<file path="config.mk">
export PLATFORM = sky130hd
export DESIGN_NAME = source_lexer_core_flat
export DESIGN_NICKNAME = d
export VERILOG_FILES = /design/src/rtl/core/slx_pkg.sv /design/src/rtl/core/slx_in_if.sv /design/src/rtl/core/slx_out_if.sv /design/src/rtl/core/source_lexer_core.sv /design/src/rtl/core/slx_front.sv /design/src/rtl/core/slx_queue.sv /design/src/rtl/core/slx_back.sv /design/src/flat_wrapper.sv
export VERILOG_INCLUDE_DIRS = /design/src /design/src/rtl/core
export SDC_FILE = /design/constraint.sdc
export NUM_CORES = 1
export LEC_CHECK = 0
export BUFFER_PORTS_ARGS = -buffer_cell sky130_fd_sc_hd__buf_2
export CAP_MARGIN = 10
export CORE_ASPECT_RATIO = 1.4
export CORE_MARGIN = 8
export CORE_UTILIZATION = 58
export DETAILED_ROUTE_END_ITERATION = 10
export PLACE_DENSITY = 0.75
export SYNTH_ARGS = -nofsm -noshare
export SYNTH_HDL_FRONTEND = slang
export SYNTH_SLANG_ARGS = --single-unit
</file>
<file path="constraint.sdc">
create_clock -name clk -period 9.2 [get_ports clk]
set_input_delay 1.38 -clock clk [delete_from_list [all_inputs] [get_ports clk]]
set_output_delay 1.38 -clock clk [all_outputs]
set_load 0.01 [all_outputs]
</file>
<file path="src/rtl/core/source_lexer_core_macros.svh">
// Assertion macros shared by the lexer core modules.
`ifndef SOURCE_LEXER_CORE_MACROS_SVH
`define SOURCE_LEXER_CORE_MACROS_SVH
`ifndef NO_ASSERTIONS
`define SLX_ASSERT(label, clk, rst_n, pre, post) \
	label: assert property (@(posedge clk) disable iff (!rst_n) (pre) |-> (post)) \
		else $error("lexer core assertion failed");
`define SLX_ASSERT_NEXT(label, clk, rst_n, pre, post) \
	label: assert property (@(posedge clk) disable iff (!rst_n) (pre) |=> (post)) \
		else $error("lexer core assertion failed");
`else
`define SLX_ASSERT(label, clk, rst_n, pre, post)
`define SLX_ASSERT_NEXT(label, clk, rst_n, pre, post)
`endif
`endif

</file>
<file path="src/rtl/core/slx_pkg.sv">
`timescale 1ns / 1ps
package slx_pkg;

	localparam int DEF_POSITION_BITS = 32;
	localparam int DEF_LENGTH_BITS = 16;
	localparam int DEF_WORD_BUFFER_CHARS = 6;
	localparam int DEF_QUEUE_DEPTH = 4;

	typedef logic [2:0] kind_t;
	localparam kind_t KIND_KEYWORD = 3'd0;
	localparam kind_t KIND_IDENT = 3'd1;
	localparam kind_t KIND_NUMBER = 3'd2;
	localparam kind_t KIND_OPER = 3'd3;
	localparam kind_t KIND_SEPAR = 3'd4;
	localparam kind_t KIND_LITERAL = 3'd5;
	localparam kind_t KIND_UNKNOWN = 3'd6;

	typedef logic [3:0] word_idx_t;
	localparam word_idx_t WORD_NONE = 4'd9;

	localparam int NUM_WORDS = 9;
	localparam int KEYWORD_COUNT = 7;
	localparam int WORD_MAX = 6;

	localparam logic [7:0] WORD_TEXT [NUM_WORDS][WORD_MAX] = '{
		'{"i", "n", "t", 8'h00, 8'h00, 8'h00},
		'{"f", "l", "o", "a", "t", 8'h00},
		'{"i", "f", 8'h00, 8'h00, 8'h00, 8'h00},
		'{"e", "l", "s", "e", 8'h00, 8'h00},
		'{"w", "h", "i", "l", "e", 8'h00},
		'{"f", "o", "r", 8'h00, 8'h00, 8'h00},
		'{"r", "e", "t", "u", "r", "n"},
		'{"t", "r", "u", "e", 8'h00, 8'h00},
		'{"f", "a", "l", "s", "e", 8'h00}
	};
	localparam int WORD_LEN [NUM_WORDS] = '{3, 5, 2, 4, 5, 3, 6, 4, 5};

	typedef struct packed {
		logic [7:0] source_byte;
		logic end_of_source;
	} in_item_t;

	typedef struct packed {
		kind_t token_kind;
		logic [31:0] start_position;
		logic [15:0] token_length;
		word_idx_t word_index;
	} token_t;

	typedef struct packed {
		kind_t token_kind;
		logic [31:0] start_position;
		logic [15:0] token_length;
		word_idx_t word_index;
		logic last_of_run;
	} out_item_t;

	typedef struct packed {
		logic two;
		token_t first;
		token_t second;
	} entry_t;

	function automatic logic is_alpha(input logic [7:0] c);
		return (c inside {["a":"z"], ["A":"Z"]});
	endfunction

	function automatic logic is_digit(input logic [7:0] c);
		return (c inside {["0":"9"]});
	endfunction

	function automatic logic is_space(input logic [7:0] c);
		return (c inside {" ", [8'd9:8'd13]});
	endfunction

	function automatic logic is_pair_first(input logic [7:0] c);
		return (c inside {"=", "!", "<", ">", "&", "|"});
	endfunction

	function automatic logic is_arith(input logic [7:0] c);
		return (c inside {"+", "-", "*", "/"});
	endfunction

	function automatic logic is_separ(input logic [7:0] c);
		return (c inside {";", ",", "(", ")", "{", "}"});
	endfunction

	function automatic logic is_quote(input logic [7:0] c);
		return (c inside {"\"", "'"});
	endfunction

	function automatic token_t make_token(input kind_t k, input logic [31:0] s,
			input logic [15:0] n);
		token_t t;
		t.token_kind = k;
		t.start_position = s;
		t.token_length = n;
		t.word_index = WORD_NONE;
		return t;
	endfunction

endpackage

</file>
<file path="src/rtl/core/slx_in_if.sv">
`timescale 1ns / 1ps
interface slx_in_if import slx_pkg::*; ();
	logic valid;
	logic ready;
	in_item_t data;
	modport source(output valid, output data, input ready);
	modport sink(input valid, input data, output ready);
endinterface

</file>
<file path="src/rtl/core/slx_out_if.sv">
`timescale 1ns / 1ps
interface slx_out_if import slx_pkg::*; ();
	logic valid;
	logic ready;
	out_item_t data;
	modport source(output valid, output data, input ready);
	modport sink(input valid, input data, output ready);
endinterface

</file>
<file path="src/rtl/core/source_lexer_core.sv">
// A token is pushed into the queue with its closing byte, then loaded into the output register.
// Throughput: one byte per cycle unless the queue is full; two tokens of one byte go out in turn.
// Output: one token per cycle while tokens.ready is high, from a queue of QUEUE_DEPTH byte results.
// Reset: arst_n clears the scan mode, the byte position, the queue and the output valid flag.
`timescale 1ns / 1ps
module source_lexer_core import slx_pkg::*; #(
	parameter int POSITION_BITS = DEF_POSITION_BITS,
	parameter int LENGTH_BITS = DEF_LENGTH_BITS,
	parameter int WORD_BUFFER_CHARS = DEF_WORD_BUFFER_CHARS,
	parameter int QUEUE_DEPTH = DEF_QUEUE_DEPTH
) (
	input logic clk,
	input logic arst_n,
	slx_in_if.sink bytes,
	slx_out_if.source tokens
);

	logic push;
	logic full;
	logic pop;
	logic avail;
	entry_t push_entry;
	entry_t head;

	slx_front #(
		.POSITION_BITS(POSITION_BITS),
		.LENGTH_BITS(LENGTH_BITS),
		.WORD_BUFFER_CHARS(WORD_BUFFER_CHARS)
	) u_front (
		.clk(clk),
		.arst_n(arst_n),
		.bytes(bytes),
		.full(full),
		.push(push),
		.push_entry(push_entry)
	);

	slx_queue #(
		.DEPTH(QUEUE_DEPTH)
	) u_queue (
		.clk(clk),
		.arst_n(arst_n),
		.push(push),
		.push_entry(push_entry),
		.full(full),
		.pop(pop),
		.avail(avail),
		.head(head)
	);

	slx_back u_back (
		.clk(clk),
		.arst_n(arst_n),
		.avail(avail),
		.head(head),
		.pop(pop),
		.tokens(tokens)
	);

endmodule

</file>
<file path="src/rtl/core/slx_front.sv">
`timescale 1ns / 1ps
`include "source_lexer_core_macros.svh"
module slx_front import slx_pkg::*; #(
	parameter int POSITION_BITS = DEF_POSITION_BITS,
	parameter int LENGTH_BITS = DEF_LENGTH_BITS,
	parameter int WORD_BUFFER_CHARS = DEF_WORD_BUFFER_CHARS
) (
	input logic clk,
	input logic arst_n,
	slx_in_if.sink bytes,
	input logic full,
	output logic push,
	output entry_t push_entry
);

	localparam int IDX_W = $clog2(WORD_BUFFER_CHARS);

	localparam logic [2:0] MODE_IDLE = 3'd0;
	localparam logic [2:0] MODE_WORD = 3'd1;
	localparam logic [2:0] MODE_NUMBER = 3'd2;
	localparam logic [2:0] MODE_OPER = 3'd3;
	localparam logic [2:0] MODE_STRING = 3'd4;
	localparam logic [2:0] MODE_ESC = 3'd5;

	logic [2:0] mode_q, mode_d;
	logic [POSITION_BITS-1:0] pos_q, pos_d;
	logic [POSITION_BITS-1:0] start_q, start_d;
	logic [LENGTH_BITS-1:0] count_q, count_d, count_inc;
	logic [WORD_BUFFER_CHARS-1:0][7:0] wbuf_q, wbuf_d;
	logic [7:0] pend_q, pend_d;
	logic [7:0] quote_q, quote_d;
	logic [7:0] c;
	logic last;
	logic acc;
	logic fresh;
	logic tk_v, fr_v, fl_v;
	token_t tk, fr, fl;

	function automatic token_t word_token(input logic [WORD_BUFFER_CHARS-1:0][7:0] b,
			input logic [LENGTH_BITS-1:0] n, input logic [POSITION_BITS-1:0] s);
		token_t t;
		logic hit;
		logic same;
		t = make_token(KIND_IDENT, 32'(s), 16'(n));
		hit = 1'b0;
		for (int i = 0; i < NUM_WORDS; i++) begin
			same = (32'(n) == 32'(WORD_LEN[i]));
			for (int j = 0; j < WORD_MAX; j++) begin
				if (j < WORD_LEN[i] && b[j] != WORD_TEXT[i][j]) begin
					same = 1'b0;
				end
			end
			if (same && !hit) begin
				hit = 1'b1;
				t.token_kind = (i < KEYWORD_COUNT) ? KIND_KEYWORD : KIND_LITERAL;
				t.word_index = 4'(i);
			end
		end
		return t;
	endfunction

	function automatic token_t single_op(input logic [7:0] p, input logic [POSITION_BITS-1:0] s);
		return make_token((p == "&" || p == "|") ? KIND_UNKNOWN : KIND_OPER, 32'(s), 16'd1);
	endfunction

	assign c = bytes.data.source_byte;
	assign last = bytes.data.end_of_source;
	assign bytes.ready = !full;
	assign acc = bytes.valid && !full;
	assign count_inc = (&count_q) ? count_q : count_q + LENGTH_BITS'(1);

	always_comb begin
		mode_d = mode_q;
		start_d = start_q;
		count_d = count_q;
		wbuf_d = wbuf_q;
		pend_d = pend_q;
		quote_d = quote_q;
		fresh = 1'b0;
		tk_v = 1'b0;
		fr_v = 1'b0;
		fl_v = 1'b0;
		tk = '0;
		fr = '0;
		fl = '0;

		case (mode_q)
			MODE_WORD: begin
				if (is_alpha(c) || is_digit(c) || c == "_") begin
					if (32'(count_q) < 32'(WORD_BUFFER_CHARS)) begin
						wbuf_d[count_q[IDX_W-1:0]] = c;
					end
					count_d = count_inc;
				end else begin
					tk_v = 1'b1;
					tk = word_token(wbuf_q, count_q, start_q);
					fresh = 1'b1;
				end
			end
			MODE_NUMBER: begin
				if (is_digit(c)) begin
					count_d = count_inc;
				end else begin
					tk_v = 1'b1;
					tk = make_token(KIND_NUMBER, 32'(start_q), 16'(count_q));
					fresh = 1'b1;
				end
			end
			MODE_OPER: begin
				tk_v = 1'b1;
				if ((c == "=" && (pend_q inside {"=", "!", "<", ">"})) ||
						(c == "&" && pend_q == "&") || (c == "|" && pend_q == "|")) begin
					tk = make_token(KIND_OPER, 32'(start_q), 16'd2);
					mode_d = MODE_IDLE;
				end else begin
					tk = single_op(pend_q, start_q);
					fresh = 1'b1;
				end
			end
			MODE_STRING: begin
				if (c == quote_q) begin
					tk_v = 1'b1;
					tk = make_token(KIND_LITERAL, 32'(start_q), 16'(count_q));
					mode_d = MODE_IDLE;
				end else begin
					if (c == "\\") begin
						mode_d = MODE_ESC;
					end
					count_d = count_inc;
				end
			end
			MODE_ESC: begin
				count_d = count_inc;
				mode_d = MODE_STRING;
			end
			default: begin
				fresh = 1'b1;
			end
		endcase

		if (fresh) begin
			mode_d = MODE_IDLE;
			if (!is_space(c)) begin
				if (is_alpha(c) || c == "_") begin
					mode_d = MODE_WORD;
					start_d = pos_q;
					count_d = LENGTH_BITS'(1);
					wbuf_d[0] = c;
				end else if (is_digit(c)) begin
					mode_d = MODE_NUMBER;
					start_d = pos_q;
					count_d = LENGTH_BITS'(1);
				end else if (is_pair_first(c)) begin
					mode_d = MODE_OPER;
					pend_d = c;
					start_d = pos_q;
				end else if (is_arith(c)) begin
					fr_v = 1'b1;
					fr = make_token(KIND_OPER, 32'(pos_q), 16'd1);
				end else if (is_separ(c)) begin
					fr_v = 1'b1;
					fr = make_token(KIND_SEPAR, 32'(pos_q), 16'd1);
				end else if (is_quote(c)) begin
					mode_d = MODE_STRING;
					quote_d = c;
					start_d = pos_q + POSITION_BITS'(1);
					count_d = '0;
				end else begin
					fr_v = 1'b1;
					fr = make_token(KIND_UNKNOWN, 32'(pos_q), 16'd1);
				end
			end
		end

		if (last) begin
			case (mode_d)
				MODE_WORD: begin
					fl_v = 1'b1;
					fl = word_token(wbuf_d, count_d, start_d);
				end
				MODE_NUMBER: begin
					fl_v = 1'b1;
					fl = make_token(KIND_NUMBER, 32'(start_d), 16'(count_d));
				end
				MODE_OPER: begin
					fl_v = 1'b1;
					fl = single_op(pend_d, start_d);
				end
				MODE_STRING, MODE_ESC: begin
					fl_v = 1'b1;
					fl = make_token(KIND_LITERAL, 32'(start_d), 16'(count_d));
				end
				default: begin
					fl_v = 1'b0;
				end
			endcase
			mode_d = MODE_IDLE;
		end
	end

	assign pos_d = last ? '0 : pos_q + POSITION_BITS'(1);

	assign push = acc && (tk_v || fr_v || fl_v);
	assign push_entry.two = tk_v && (fr_v || fl_v);
	assign push_entry.first = tk_v ? tk : (fr_v ? fr : fl);
	assign push_entry.second = (tk_v && fr_v) ? fr : fl;

	always_ff @(posedge clk or negedge arst_n) begin
		if (!arst_n) begin
			mode_q <= MODE_IDLE;
			pos_q <= '0;
		end else if (acc) begin
			mode_q <= mode_d;
			pos_q <= pos_d;
		end
	end

	always_ff @(posedge clk) begin
		if (acc) begin
			start_q <= start_d;
			count_q <= count_d;
			wbuf_q <= wbuf_d;
			pend_q <= pend_d;
			quote_q <= quote_d;
		end
	end

	`SLX_ASSERT_NEXT(end_returns_idle, clk, arst_n, acc && last, mode_q == MODE_IDLE && pos_q == '0)
	`SLX_ASSERT_NEXT(escape_resumes_string, clk, arst_n, acc && mode_q == MODE_ESC && !last, mode_q == MODE_STRING)

endmodule

</file>
<file path="src/rtl/core/slx_queue.sv">
`timescale 1ns / 1ps
`include "source_lexer_core_macros.svh"
module slx_queue import slx_pkg::*; #(
	parameter int DEPTH = DEF_QUEUE_DEPTH
) (
	input logic clk,
	input logic arst_n,
	input logic push,
	input entry_t push_entry,
	output logic full,
	input logic pop,
	output logic avail,
	output entry_t head
);

	localparam int AW = (DEPTH > 1) ? $clog2(DEPTH) : 1;
	localparam int CW = $clog2(DEPTH + 1);

	entry_t mem_q [DEPTH];
	logic [AW-1:0] wr_q, rd_q;
	logic [CW-1:0] count_q;

	function automatic logic [AW-1:0] advance(input logic [AW-1:0] p);
		return (32'(p) == DEPTH - 1) ? '0 : p + AW'(1);
	endfunction

	always_ff @(posedge clk or negedge arst_n) begin
		if (!arst_n) begin
			wr_q <= '0;
			rd_q <= '0;
			count_q <= '0;
		end else begin
			if (push) begin
				wr_q <= advance(wr_q);
			end
			if (pop) begin
				rd_q <= advance(rd_q);
			end
			if (push && !pop) begin
				count_q <= count_q + CW'(1);
			end else if (pop && !push) begin
				count_q <= count_q - CW'(1);
			end
		end
	end

	always_ff @(posedge clk) begin
		if (push) begin
			mem_q[wr_q] <= push_entry;
		end
	end

	assign head = mem_q[rd_q];
	assign avail = (count_q != '0);
	assign full = (count_q == CW'(DEPTH));

	`SLX_ASSERT(no_overflow, clk, arst_n, push, !full)
	`SLX_ASSERT(no_underflow, clk, arst_n, pop, avail)

endmodule

</file>
<file path="src/rtl/core/slx_back.sv">
`timescale 1ns / 1ps
`include "source_lexer_core_macros.svh"
module slx_back import slx_pkg::*; (
	input logic clk,
	input logic arst_n,
	input logic avail,
	input entry_t head,
	output logic pop,
	slx_out_if.source tokens
);

	entry_t hold_q;
	logic valid_q;
	logic sel_q;
	logic last;
	logic done;
	token_t cur;

	assign cur = sel_q ? hold_q.second : hold_q.first;
	assign last = !hold_q.two || sel_q;
	assign done = valid_q && tokens.ready;
	assign pop = avail && (!valid_q || (done && last));

	always_ff @(posedge clk or negedge arst_n) begin
		if (!arst_n) begin
			valid_q <= 1'b0;
			sel_q <= 1'b0;
		end else if (pop) begin
			valid_q <= 1'b1;
			sel_q <= 1'b0;
		end else if (done) begin
			if (last) begin
				valid_q <= 1'b0;
			end else begin
				sel_q <= 1'b1;
			end
		end
	end

	always_ff @(posedge clk) begin
		if (pop) begin
			hold_q <= head;
		end
	end

	assign tokens.valid = valid_q;
	assign tokens.data.token_kind = cur.token_kind;
	assign tokens.data.start_position = cur.start_position;
	assign tokens.data.token_length = cur.token_length;
	assign tokens.data.word_index = cur.word_index;
	assign tokens.data.last_of_run = last;

	`SLX_ASSERT(second_only_in_pair, clk, arst_n, valid_q && sel_q, hold_q.two)
	`SLX_ASSERT_NEXT(pair_moves_on, clk, arst_n, done && !last, valid_q && sel_q)

endmodule

</file>
<file path="src/flat_wrapper.sv">
// flat-port wrapper written by rule: the top's interface ports become plain ports
module source_lexer_core_flat import slx_pkg::*;
#(
	parameter int POSITION_BITS = DEF_POSITION_BITS,
	parameter int LENGTH_BITS = DEF_LENGTH_BITS,
	parameter int WORD_BUFFER_CHARS = DEF_WORD_BUFFER_CHARS,
	parameter int QUEUE_DEPTH = DEF_QUEUE_DEPTH
)
  (clk, arst_n, bytes_valid, bytes_data, bytes_ready, tokens_valid, tokens_data, tokens_ready);
  slx_in_if bytes_i ();
  slx_out_if tokens_i ();
  input logic clk;
  input logic arst_n;
  input wire logic [$bits(bytes_i.valid)-1:0] bytes_valid;
  input wire logic [$bits(bytes_i.data)-1:0] bytes_data;
  output wire logic [$bits(bytes_i.ready)-1:0] bytes_ready;
  output wire logic [$bits(tokens_i.valid)-1:0] tokens_valid;
  output wire logic [$bits(tokens_i.data)-1:0] tokens_data;
  input wire logic [$bits(tokens_i.ready)-1:0] tokens_ready;
  assign bytes_i.valid = bytes_valid;
  assign bytes_i.data = bytes_data;
  assign bytes_ready = bytes_i.ready;
  assign tokens_valid = tokens_i.valid;
  assign tokens_data = tokens_i.data;
  assign tokens_i.ready = tokens_ready;
  source_lexer_core #(.POSITION_BITS(POSITION_BITS), .LENGTH_BITS(LENGTH_BITS), .WORD_BUFFER_CHARS(WORD_BUFFER_CHARS), .QUEUE_DEPTH(QUEUE_DEPTH)) u_core (.clk(clk), .arst_n(arst_n), .bytes(bytes_i), .tokens(tokens_i));
endmodule
</file>
==> summary.md <==
| Metric | Value |
|---|---|
| # IOs | `71` |
| CTS H-tree depth | `3` |
| Dominant cell type by area after synthesis | `edfxtp_1` |
| Peak VDD IR | `around 0.22 mV` |
| Most frequent cell after synthesis | `edfxtp_1` |
| Leak | `12.03 nW` |
| PD cells | `294.7 nW/um^2` |
| CTS tree | `yes` |
| Tcrit/Tclk final | `69.55%` |
| Kind of critical path | `primary input to register` |
| Switching share of power | `30.00%` |
| Gate Count Post-Synth | `between 2000 and 2500` |
| Pin count of the biggest net entering global routing | `just under 70` |
| Drt via density | `6.582` |
| Max Freq | `156.3 MHz` |
| DR WL/cell | `27.31 um` |
| Slew HR | `a little under a quarter` |
| Sequential share of the synthesized area | `65.81%` |
| Final hold viol count | `0` |
| Post-CTS Resized | `0` |
| Share of layout cells above drive strength 1 | `19.05%` |
| Crit path capture type | `register` |
| Sequential share of power | `about 48%` |
| Clk_lat worst skew | `620 ps` |
| Top_reg_cell synth | `edfxtp_1` |
| Hold buffers post-CTS | `0` |
| Combinational cell fraction of total power | `24.8%` |
| Synth cell types | `82` |
| Synthesized area per cell | `14.25 sq um` |
| Clock slew at reported path FFs | `70 ps` |
| Pre-Repair DR Iteration Count | `6` |
| Period minus WS final | `approximately 6400 ps` |
| Cts bufs inserted | `68` |
| Area growth syn-to-layout | `10.16%` |
| Share of the synthesized area in the top cell type | `~62%` |
| Core box area | `55010 sq um` |
| Nets | `2295` |
| Fin Setup TNS | `0 ps` |
| Full die area | `63250 sq um` |
| # setup viols final | `0` |
| Post-CTS setup buffer count | `0` |
| Starting Density | `58.37%` |
| #FFs+latches synth | `between 700 and 800` |
| Die width | `214.9 um` |
| Initial DRC count | `1950` |
| Hold WC Path Type | `register to register` |
| Worst slew pin tran | `1151 ps` |
| Pins Over Slew Limit | `0` |
| HPWL Detailed | `around 55 mm` |
| Crit path required time | `9480 ps` |
| Yosys warns | `0` |
| Switch Pwr | `3.127 mW` |
| Final wirelength | `between 80 and 90 mm` |
| First-pass GRT wire length | `125.9 mm` |
| Post-synth EDFFs | `667` |
| Clock buffer depth | `3` |
| Clock power share | `approximately 27%` |
| Maxcap violations | `0` |
| Routed Antenna Nets | `0` |
| Synth Net Count | `2278` |
| Root Driver | `clkbuf_16` |
| Critical Path AT | `6680 ps` |
| Clk_skew | `about 23 ps` |
| Critical-path maximum fanout | `68` |
| Fraction of registers with async set/reset | `under 10%` |
| # port buffers | `70` |
| Number of global-route vias before repair | `between 20000 and 25000` |
| Placer Congestion | `1.005` |
| GR Overflow Total | `0` |
| Die Span Y | `around 290 um` |
| Vias | `~20000` |
| Row cnt | `102` |
| Cell area after synthesis | `32110 sq um` |
| RSZ-0062 raised after global routing | `false` |
| GRT Resource Usage Total | `26.15%` |
| Critical Path Source Type | `primary input` |
| Status | `finished clean` |
| Synth cell count leaders | `667 x edfxtp_1, 184 x nand2_1, 179 x nor2_1, 123 x clkbuf_1, 113 x o21ai_0` |
| CTS sink count | `about 700` |
| Synth top area cells | `edfxtp_1 62%, mux4_2 7.8%, dfrtp_1 3.4%` |
| Total Power | `between 10 and 15 mW` |
| P_int | `approximately 7.3 mW` |
| Drt drc | `0` |
| Initial antenna violation count | `2` |
registers in the layout, indices dropped and copies added (netlist names):
register and flops:
u_core.u_front.mode_q 3, u_core.u_front.quote_q 8, u_core.u_queue.mem_q 444, u_core.u_queue.wr_q 2, u_core.u_back.hold_q 111, u_core.u_front.start_q 32, u_core.u_back.tokens.valid 1, u_core.u_queue.rd_q 2
u_core.u_front.wbuf_q 48, u_core.u_front.pos_q 32, u_core.u_front.pend_q 8, u_core.u_queue.count_q 3, u_core.u_front.count_q 16, u_core.u_back.sel_q 1
routing by layer:
layer	track usage, %	wire length (um)	vias to the layer above
li1	-	-	8877
met1	29.27	29840	10180
met2	47.49	44460	802
met3	3.624	4064	217
met4	15.02	4943	0
met5	0	0	-
power by group through the flow:
stage / clock network (mW) / logic, mW / registers (mW)
after detailed placement: 0 / 2.60 / 5.05
after global placement: 0 / 2.55 / 5.00
after CTS: 2.88 / 2.63 / 5.00
after global routing: 2.99 / 2.76 / 5.06
after floorplan: 0 / 1.85 / 4.89
final: 2.84 / 2.58 / 5.00
kinds of logic after synthesis:
| group | count (synthesis) | synth area share (%) |
|---|---|---|
| DFF | 711 | 65.81 |
| AOI/OAI and AO/OA | 415 | 8.643 |
| and+or+nand+nor | 692 | 10.81 |
| muxes | 216 | 11.43 |
| adders and majority gates | 12 | 0.4910 |
| buffers and inverters | 189 | 2.326 |
| xor gates and xnor gates | 18 | 0.4910 |
critical path, stage by stage:
cell      delay [ps]
buf_2            300
or4_1            630
o22ai_2          230
a21oi_1          100
buf_4            200
a21boi_1         340
o211ai_1         530
a22oi_1          530
nand2b_1         210
o21ai_1           90
a21oi_1          700
and2_4           970
buf_12           360
area by class of cell:
class	count	area [sq um]
Antenna cell	2	5.005
Clock buffer	82	1785
Clock inverter	38	475.5
Fill cell	3815	19640
Inverter	34	130.1
Multi-Input combinational cell	1353	10280
Sequential cell	711	21140
Tap cell	728	910.9
Timing Repair Buffer	102	640.6
cells in the final DEF (no fill, tap or decap), types with 8 or more instances in the layout:
cell type / netlist / layout
a21o_1: 27 / 27
and2_1: 22 / 18
nand2b_1: 21 / 21
a31oi_1: 26 / 26
clkbuf_16: 0 / 69
dfrtp_1: 44 / 41
nand3_1: 59 / 58
a21oi_1: 62 / 61
clkinv_1: 0 / 10
mux4_2: 111 / 111
and4_1: 10 / 10
and3_1: 37 / 37
nand4_1: 40 / 40
buf_4: 1 / 28
a221oi_1: 14 / 14
a22o_1: 44 / 44
a22oi_1: 13 / 13
o31ai_1: 45 / 45
clkbuf_1: 123 / 12
nor2b_1: 14 / 14
inv_1: 34 / 33
mux2_2: 92 / 92
nor4_1: 21 / 21
buf_2: 8 / 70
a211oi_1: 11 / 11
clkinv_2: 0 / 9
ha_1: 11 / 11
nor3_1: 37 / 37
xor2_1: 11 / 11
nand2_1: 184 / 184
mux2i_1: 12 / 12
nand3b_1: 9 / 9
edfxtp_1: 667 / 667
bufinv_16: 0 / 8
nor2_1: 179 / 177
o21ai_0: 113 / 112
path summary, 6_finish.rpt:
check | start | to | slack (ps) | cells after the start
worst max-delay path | bytes_data[3] | u_core.u_queue.mem_q[2][74] | 2800 | 13
worst min-delay path | u_core.u_queue.count_q[2] | u_core.u_queue.count_q[2] | 510 | 1
worst max register to register | u_core.u_front.pend_q[7] | u_core.u_queue.mem_q[2][74] | 3880 | 10
worst min register to register | u_core.u_queue.count_q[2] | u_core.u_queue.count_q[2] | 510 | 1
max in group asynchronous | arst_n | u_core.u_front.pos_q[12] | 7800 | 2
min in group asynchronous | arst_n | u_core.u_queue.rd_q[0] | 870 | 2
stage by stage:
step           cells  cell area [sq um]  util [%]  setup slack (ps)  hold WS [ps]
6_report        3050              35370     64.30              2801         506.1
5_1_grt         3048              35370     64.29              2462         524.5
4_1_cts         3048              35370     64.29              2854         505.5
3_5_place_dp    2928              33100     60.18              2218         493.2
3_3_place_gp    2928              33100     60.18              2371         481.2
2_1_floorplan   2253              32110         -             741.7         463.6
No activity file was read; power rests on OpenSTA's default activity.
